===== src/hdl/set_associative_cache_4way_top_defines.svh =====
// Assertion macros for the cache block.
`ifndef SET_ASSOCIATIVE_CACHE_4WAY_TOP_DEFINES_SVH
`define SET_ASSOCIATIVE_CACHE_4WAY_TOP_DEFINES_SVH

`ifndef NO_ASSERTIONS
`define SAC4W_ASSERT_IMPL(label, ante, cons) \
    label: assert property (@(posedge clk) disable iff (!rst_n) (ante) |-> (cons)) \
        else $error("Same-cycle check failed.");
`define SAC4W_ASSERT_NEXT(label, ante, cons) \
    label: assert property (@(posedge clk) disable iff (!rst_n) (ante) |=> (cons)) \
        else $error("Next-cycle check failed.");
`else
`define SAC4W_ASSERT_IMPL(label, ante, cons)
`define SAC4W_ASSERT_NEXT(label, ante, cons)
`endif

`endif


===== src/hdl/sac4w_ram.sv =====
module sac4w_ram #(
    parameter int WIDTH = 8,
    parameter int DEPTH = 64
) (
    input  logic                     clk,
    input  logic                     we,
    input  logic [$clog2(DEPTH)-1:0] waddr,
    input  logic [WIDTH-1:0]         wdata,
    input  logic [$clog2(DEPTH)-1:0] raddr,
    output logic [WIDTH-1:0]         rdata
);

    logic [WIDTH-1:0] mem [DEPTH];

    always_ff @(posedge clk)
    begin
        if (we)
        begin
            mem[waddr] <= wdata;
        end
        rdata <= mem[raddr];
    end

endmodule


===== config.mk =====
export PLATFORM = sky130hd
export DESIGN_NAME = sac4w_ram
export DESIGN_NICKNAME = d
export VERILOG_FILES = /design/src/hdl/set_associative_cache_4way_top_defines.svh /design/src/hdl/sac4w_ram.sv
export SDC_FILE = /design/constraint.sdc
export NUM_CORES = 1
export LEC_CHECK = 0
export ABC_AREA = 1
export BUFFER_PORTS_ARGS = -buffer_cell sky130_fd_sc_hd__buf_2
export CELL_PAD_IN_SITES_DETAIL_PLACEMENT = 1
export CELL_PAD_IN_SITES_GLOBAL_PLACEMENT = 1
export CORE_UTILIZATION = 31
export DETAILED_ROUTE_END_ITERATION = 10
export GPL_ROUTABILITY_DRIVEN = 0
export PLACE_DENSITY = 0.63
export SLEW_MARGIN = 20
export SYNTH_ARGS = -nofsm -noshare
export SYNTH_HDL_FRONTEND = slang
export SYNTH_SLANG_ARGS = --single-unit

===== constraint.sdc =====
create_clock -name clk -period 3.81 [get_ports clk]
set_clock_uncertainty 0.2 [all_clocks]
set_input_delay 0 -clock clk [delete_from_list [all_inputs] [get_ports clk]]
set_output_delay 0 -clock clk [all_outputs]
set_load 0.005 [all_outputs]

== Word-level counts from Yosys, hierarchy flattened ==
Memories as Yosys holds them, arrays and structs flattened. A register that Yosys moved wholly into a read port is not among the register bits.
Index checks and enable logic that the tools add are counted.

* $add $sub $neg: 0
* $mul: 0
* Div/mod/pow operators: 0
* Magnitude comparators: 0
* Eq/ne operators: 0
* Shifts and indexed selects: 0
* Multiplexer cells: 2
* Bitwise gates (word level): 0
* Reductions and logical operators: 0

{| class="wikitable"
|+ Operator list
! cell !! count
|-
| $mux W1 || 2
|}

* Register bits after elaboration: 0
* Latch bits: 0
* Bits in writable memories: 512
* Memory bits (read-only): 0
* Bits of input ports: 22
* Memories kept: 1

{| class="wikitable"
|+ Memory list
! memory !! words !! width !! read ports !! clocked after Yosys merged registers in !! write ports !! line !! text
|-
| mem || 64 || 8 || 1 || 1 || 1 || sac4w_ram.sv:13 || <nowiki>logic [WIDTH-1:0] mem [DEPTH];</nowiki>
|}

== Depth between registers and ports, before layout ==
Gate-level depths: netlist of run 1.

* Word-level depth: 2
* Depth in mapped cells: 12

== Least setup slack after synthesis of run 1 ==
Ideal clock, no wire load.

* Kind: input to register
* Start: input we
* End: memory mem[48][0], enable pin
* Arrival time: 1.371 ns
* Path slack: 1.844 ns
* Stages: 3
* Path through: clkbuf_1 -> nand4_1 -> nor4_1

* Cells in the longest elaborated chain, start to end: 2

{| class="wikitable"
|+ Ends and longest elaborated chain
! item !! line !! text
|-
| start, declared || sac4w_ram.sv:6 || <nowiki>input logic we,</nowiki>
|-
| $mux W1 || sac4w_ram.sv:17 || <nowiki>if (we)</nowiki>
|-
| $mux W1 (not written as such) || sac4w_ram.sv:19 || <nowiki>mem[waddr] <= wdata;</nowiki>
|-
| end, declared || sac4w_ram.sv:13 ||
|}

No other way between the ends.

==> results of run 1 <==
[path summary, 6_finish.rpt]
| path | from | to | depth (start not counted) |
|---|---|---|---|
| worst min register to register | mem[20][6]$_DFFE_PP_ | rdata[6]$_DFF_P_ | 8 |
| worst min-delay path | we | mem[48][2]$_DFFE_PP_ | 4 |
| worst max-delay path | raddr[0] | rdata[2]$_DFF_P_ | 12 |
| worst max register to register | mem[46][2]$_DFFE_PP_ | rdata[2]$_DFF_P_ | 10 |
[repair_timing]
action	4_1_cts	5_1_grt
endpoints found under the setup margin	0	0
hold buffers	18	1
hold endpoints to repair	280	48
setup buffers	0	0
[metal layers]
metal / up-vias / track usage / routed length, microns
met4: 2 / 0.0465 / 1250
met1: 7085 / 0.249 / 28000
met3: 78 / 0.0250 / 3170
met5: - / 0 / 13
li1: 6451 / - / -
met2: 373 / 0.277 / 27900
[worst max-delay path, stage by stage]
cell and delay, ns:
clkbuf_8 0.38, buf_4 0.80, nand2_1 0.12, nand3_1 0.13, nand3_1 0.11, nand2_1 0.18
nand2_1 0.11, nand3_1 0.10, nand3_1 0.08, dlygate4sd3_1 0.57, nand2_1 0.06, dlygate4sd3_1 0.54
[synth_stat cells]
master	count	area (sq um)
buf_1	10	37.5
inv_1	10	37.5
edfxtp_1	512	15400
nand4_1	9	56.3
nor2_1	56	210
buf_4	14	105
buf_2	37	185
nor4_1	8	50.1
buf_8	2	30.0
nand2_1	648	2430
dfxtp_1	8	160
buf_6	35	394
inv_6	1	8.76
inv_2	1	3.75
clkbuf_1	15	56.3
nand3_1	439	2200
[cell type report]
class                   count  share of cell area
multi-input cells        1160               0.205
repair buffers            111              0.0382
flip-flops and latches    520               0.643
clock buffers              74              0.0608
well taps                 873              0.0452
clock inverters            23             0.00657
inverters                  12             0.00217
[cell families (layout without fill, tap and decap cells)]
| kind of cell | after synthesis | in the layout |
|---|---|---|
| and+or+nand+nor | 1160 | 1160 |
| DFF | 520 | 520 |
| buffers and inverters | 125 | 220 |
[sequential cells by signal, summed over array words and instances, names as in the netlist]
register,cells
mem,512
rdata,8
[power by group through the flow]
stage / sequential (W) / clock, W / combinational [W]
5_1_grt: 0.00636 / 0.00529 / 0.000856
2_1_floorplan: 0.00646 / 0 / 0.000445
6_report: 0.00636 / 0.00498 / 0.000778
4_1_cts: 0.00636 / 0.00508 / 0.000784
3_5_place_dp: 0.00648 / 0 / 0.000765
3_3_place_gp: 0.00648 / 0 / 0.000748
[per-stage QoR]
stage	hold slack (ns)	std cells	total power, W
after floorplan	-0.101	1805	0.00691
after global placement	0.218	2657	0.00723
after detailed placement	0.210	2657	0.00724
after CTS	0.00604	2772	0.0122
after global routing	0.0695	2773	0.0125
final	0.0457	2773	0.0121
==> results by group, run 1 <==
Outcome
  • Result of the run: finished clean

STA
  • Post-Route Setup TNS: 0 ns
  • Min Tclk post-route: 2.88 ns
  • # setup viols final: 0
  • Pins Over Slew Limit: 0
  • Worst-Margin Slew: 1.10 ns
  • Fmax: 348 MHz
  • Period utilization: 0.755
  • Relative slew margins: 0.268
  • Final WS setup: 0.932 ns
  • RSZ-0062 raised after global routing: false
  • Final Hold Viols: 0

Final layout
  • # fillers: 7,261
  • NumNets Final: 1,882
  • Area Overhead vs Synth: 13.3%
  • Final core utilization: 0.357
  • Multi-input logic area: 0.00495 sq mm
  • Commonest non-fill, non-tap cells in the layout: nand2_1, edfxtp_1, nand3_1, buf_4
  • Antenna Cells: 0
  • Post-route cell area: 0.0242 sq mm
  • Register area: 0.0155 sq mm
  • Leading cell type in the layout, fill and taps excluded: nand2_1
  • Layout cells sized above 1: 0.0832

Routing
  • Vias per cell: 5.04
  • Initial drt markers: 1,220
  • Final antenna-violating net count: 0
  • Router iterations before antenna repair: 7
  • Vias: 14,000
  • WL final: 60,300 microns
  • Wire per inst: 21.7 microns
  • DRC errors left: 0

Place
  • HPWL Detailed: 35,600 microns
  • Pre-CTS setup slack: 1.28 ns
  • Port Buf Inserts: 29
  • Placed standard-cell area: 0.0224 sq mm

CTS
  • Worst skew pair latency: 0.62 ns
  • CTS tree: built
  • Clock buffer depth: 3
  • Clk root buf: clkbuf_16
  • # resized after CTS: 0
  • Total CTS buffers: 55
  • CTS clock-pin slew for the worst setup and hold paths: 0.06 ns
  • Sink Count: 520
  • H-tree depth: 2

Logic synthesis
  • Synthesized Nets: 1,827
  • Post-synthesis adder-cell area fraction: 0
  • Synthesized cell area: 0.0213 sq mm
  • Main combinational cell family by area after synthesis: simple AND/OR/NAND/NOR gates
  • Mux cell area share after synthesis: 0
  • Syn avg cell area: 11.8 sq um
  • Post-Synth Simple-Gate Area: 0.232
  • Number of distinct library cells after synthesis: 16
  • Post-synthesis compound-gate area fraction: 0
  • Synth Area in XOR/XNOR: 0
  • Gate Count Post-Synth: 1,805
  • Sequential-to-total area share from yosys stat: 0.728
  • Yosys warns: 0
  • Yosys reg bits: 520

Power
  • Seq pwr share: 0.525
  • Pwr dens: 501 mW/mm^2
  • Worst VDD drop: 344 uV
  • Clock Power Share: 0.411
  • P_leak: 8.59 nW
  • Int Power: 0.00934 W
  • NetSw: 0.00278 W
  • Sw frac: 0.229
  • Combinational share of power: 0.064

Floorplanning
  • Chip Height: 264 microns
  • Die width: 264 microns
  • Core Box Area: 0.0676 sq mm
  • Die ar.: 0.0699 sq mm
  • I/O Pins: 30
  • # rows: 95
  • Initial Util: 0.316

Flow run
  • Total of max-cap violations: 0

Setup path
  • WP data required: 4.17 ns
  • Type of origin of the critical path: input pin
  • Critical path class: input pin to flop
  • Critical Path AT: 3.24 ns
  • Critical path capture point type: flop
  • Crit path max fanout: 80
  • FF-to-FF setup slack: 1.25 ns

Global routing
  • Initial antenna violation count: 4
  • Largest net degree at the start of global routing: 129
  • Vias in the first global route: 14,400
  • Total track usage: 0.174
  • First-pass GRT wire length: 91,800 microns
  • Total congestion overflow: 0

Min path
  • Worst hold path class: input pin to flop
Note: power is estimated with default switching activity, not from simulation.
==> inputs of run 2 (changes only) <==
==> constraint.sdc (replaced) <==
create_clock -name clk -period 2.75 [get_ports clk]
set_clock_uncertainty 0.2 [all_clocks]
set_input_delay 0 -clock clk [delete_from_list [all_inputs] [get_ports clk]]
set_output_delay 0 -clock clk [all_outputs]
set_load 0.005 [all_outputs]
==> results by group, run 2 (synthesized netlist as in run 1, its figures left out) <==
Power
  • Pwr dens: 705 mW/mm^2 (+41%)
  • Worst VDD drop: 406 uV (+18%)
  • P_leak: 8.76 nW (+2.0%)

CTS
  • Sink Count: 520 (unchanged)
  • Total CTS buffers: 56 (+1.8%)
  • CTS clock-pin slew for the worst setup and hold paths: 0.06 ns (about the same)
  • Worst skew pair latency: 0.62 ns (about the same)
  • H-tree depth: 2 (unchanged)
  • CTS tree: built
  • Clock buffer depth: 3 (unchanged)
  • Clk root buf: clkbuf_16

Setup path
  • Top Family by Delay on Critical Path: buffers and inverters
  • Crit path max fanout: 1 (-99%)
  • Buf/Inv on CP: 2 (-2)
  • Critical path class: flop to flop
  • Worst-path cell chain: nand2_1, nand3_1, nand3_1, nand2_1, nand2_1, nand3_1, nand3_1, dlygate4sd3_1, nand2_1, dlygate4sd3_1
  • Type of origin of the critical path: flop
  • Reg2reg start: mem[35][4]$_DFFE_PP_
  • Cell count of the worst reg-to-reg path: 10 (unchanged)
  • Critical Path AT: 2.92 ns (-0.32 ns)
  • CP Launch Point: mem[35][4]$_DFFE_PP_
  • FF-to-FF setup slack: 0.14 ns (-1.11 ns)
  • Critical path capture point type: flop
  • CP max stage delay: 0.58 ns (-0.22 ns)
  • Reg2reg end: rdata[4]$_DFF_P_
  • WP data required: 3.06 ns (-1.11 ns)
  • Crit-path slowest cell: dlygate4sd3_1

Floorplanning
  • Die width: 264 microns (unchanged)
  • Core Box Area: 0.0676 sq mm (unchanged)
  • Initial Util: 0.316 (unchanged)
  • I/O Pins: 30 (unchanged)
  • Chip Height: 264 microns (unchanged)
  • # rows: 95 (unchanged)
  • Die ar.: 0.0699 sq mm (unchanged)

STA
  • # setup viols final: 0 (unchanged)
  • Post-Route Setup TNS: 0 ns (unchanged)
  • Fmax: 383 MHz
  • Period utilization: 0.950
  • Worst-Margin Slew: 0.853 ns (-0.245 ns)
  • Final Hold Viols: 0 (unchanged)
  • RSZ-0062 raised after global routing: false
  • Min Tclk post-route: 2.61 ns
  • Relative slew margins: 0.429 (+0.161)
  • Pins Over Slew Limit: 0 (unchanged)

Final layout
  • Area Overhead vs Synth: 14.9%
  • Regs by FF count: mem: 512 flops, rdata: 8 flops
  • Finished Layout Cells: 2,791 (+0.65%)
  • Commonest non-fill, non-tap cells in the layout: nand2_1, edfxtp_1, nand3_1, clkbuf_16, nor2_1
  • # fillers: 7,230 (-0.43%)
  • Final core utilization: 0.362 (+0.00500)
  • Antenna Cells: 0 (unchanged)
  • Largest Register: mem
  • Leading cell type in the layout, fill and taps excluded: nand2_1
  • Layout cells sized above 1: 0.0954 (+0.0123)
  • Max reg flops: 512 (unchanged)
  • NumNets Final: 1,892 (+0.53%)

Global routing
  • Total congestion overflow: 0 (unchanged)
  • Vias in the first global route: 14,600 (+1.6%)
  • Total track usage: 0.178 (+0.00403)
  • Largest net degree at the start of global routing: 138 (+7.0%)
  • First-pass GRT wire length: 93,600 microns (+2.0%)
  • Initial antenna violation count: 2 (-2)

Routing
  • Vias: 14,100 (+1.1%)
  • DRC errors left: 0 (unchanged)
  • WL final: 61,900 microns (+2.6%)
  • Initial drt markers: 1,123 (-8.0%)
  • Final antenna-violating net count: 0 (unchanged)
  • Wire per inst: 22.2 microns (+2.0%)
  • Vias per cell: 5.06 (+0.40%)
  • Router iterations before antenna repair: 5 (-2)

Min path
  • Worst hold path class: input pin to flop
  • Worst hold path startpoint: raddr[1]
  • WHS Endpoint: rdata[0]$_DFF_P_
  • Worst Hold Depth: 9 (+5)

Place
  • Post-Place Cells: 2,662 (+0.19%)
  • Port Buf Inserts: 29 (unchanged)
  • HPWL Detailed: 36,000 microns (+1.2%)

Flow run
  • Total of max-cap violations: 0 (unchanged)

Outcome
  • Result of the run: finished clean
[run 2: cell type report]
type	instances	area, sq um	share of cell area
sequential	520	15500	0.634
multi-input combinational	1160	4950	0.202
clock buffer	76	1570	0.0640
timing repair buffer	120	1090	0.0446
tap	873	1090	0.0446
clock inverter	30	225	0.00919
inverter	12	56.3	0.00230
[run 2: repair_timing]
| action | CTS | global route |
|---|---|---|
| buffers inserted | 0 | 2 |
| setup endpoints to repair | 0 | 1 |
| hold buffers | 21 | 0 |
| hold endpoints to repair | 443 | 0 |
| resized for setup | 0 | 1 |
[run 2: how the worst max path moves through the flow]
stage	cells after the start	slack, ns	to
after floorplan	3	0.78	mem[48][0]$_DFFE_PP_
after global placement	11	0.63	rdata[6]$_DFF_P_
after detailed placement	11	0.59	rdata[2]$_DFF_P_
after CTS	8	0.11	rdata[4]$_DFF_P_
after global routing	10	0.04	rdata[4]$_DFF_P_
final	10	0.14	rdata[4]$_DFF_P_
[run 2: through the flow]
stage	worst slack [ns]	power, W	hold WS, ns	area (sq um)
after detailed placement	0.592	0.0101	0.193	22500
after global routing	0.0373	0.0178	0.104	24500
after global placement	0.630	0.0100	0.204	22500
after CTS	0.114	0.0175	0.0350	24500
after floorplan	0.784	0.00957	-0.101	21300
final	0.137	0.0173	0.0639	24500
[run 2: power breakdown]
| part | leakage [nW] | switching (W) | internal, W | total (W) |
|---|---|---|---|---|
| combinational | 3.21 | 0.000819 | 0.000297 | 0.00112 |
| sequential | 4.67 | 0.0000266 | 0.00877 | 0.00880 |
| clock | 0.881 | 0.00311 | 0.00426 | 0.00737 |
[run 2: metal layers]
| layer | vias to the layer above | routed length (microns) | GRT usage |
|---|---|---|---|
| li1 | 6477 | - | - |
| met1 | 7217 | 28200 | 0.251 |
| met2 | 343 | 28600 | 0.281 |
| met3 | 95 | 3700 | 0.0330 |
| met4 | 4 | 1400 | 0.0484 |
| met5 | - | 30 | 0 |
[run 2: worst register-to-register path, delay by kind of cell (launching register included)]
| kind | cells | cell delay, ns |
|---|---|---|
| buffers and inverters | 2 | 1.12 |
| flip-flops | 1 | 0.37 |
| AND/OR/NAND/NOR | 8 | 0.82 |
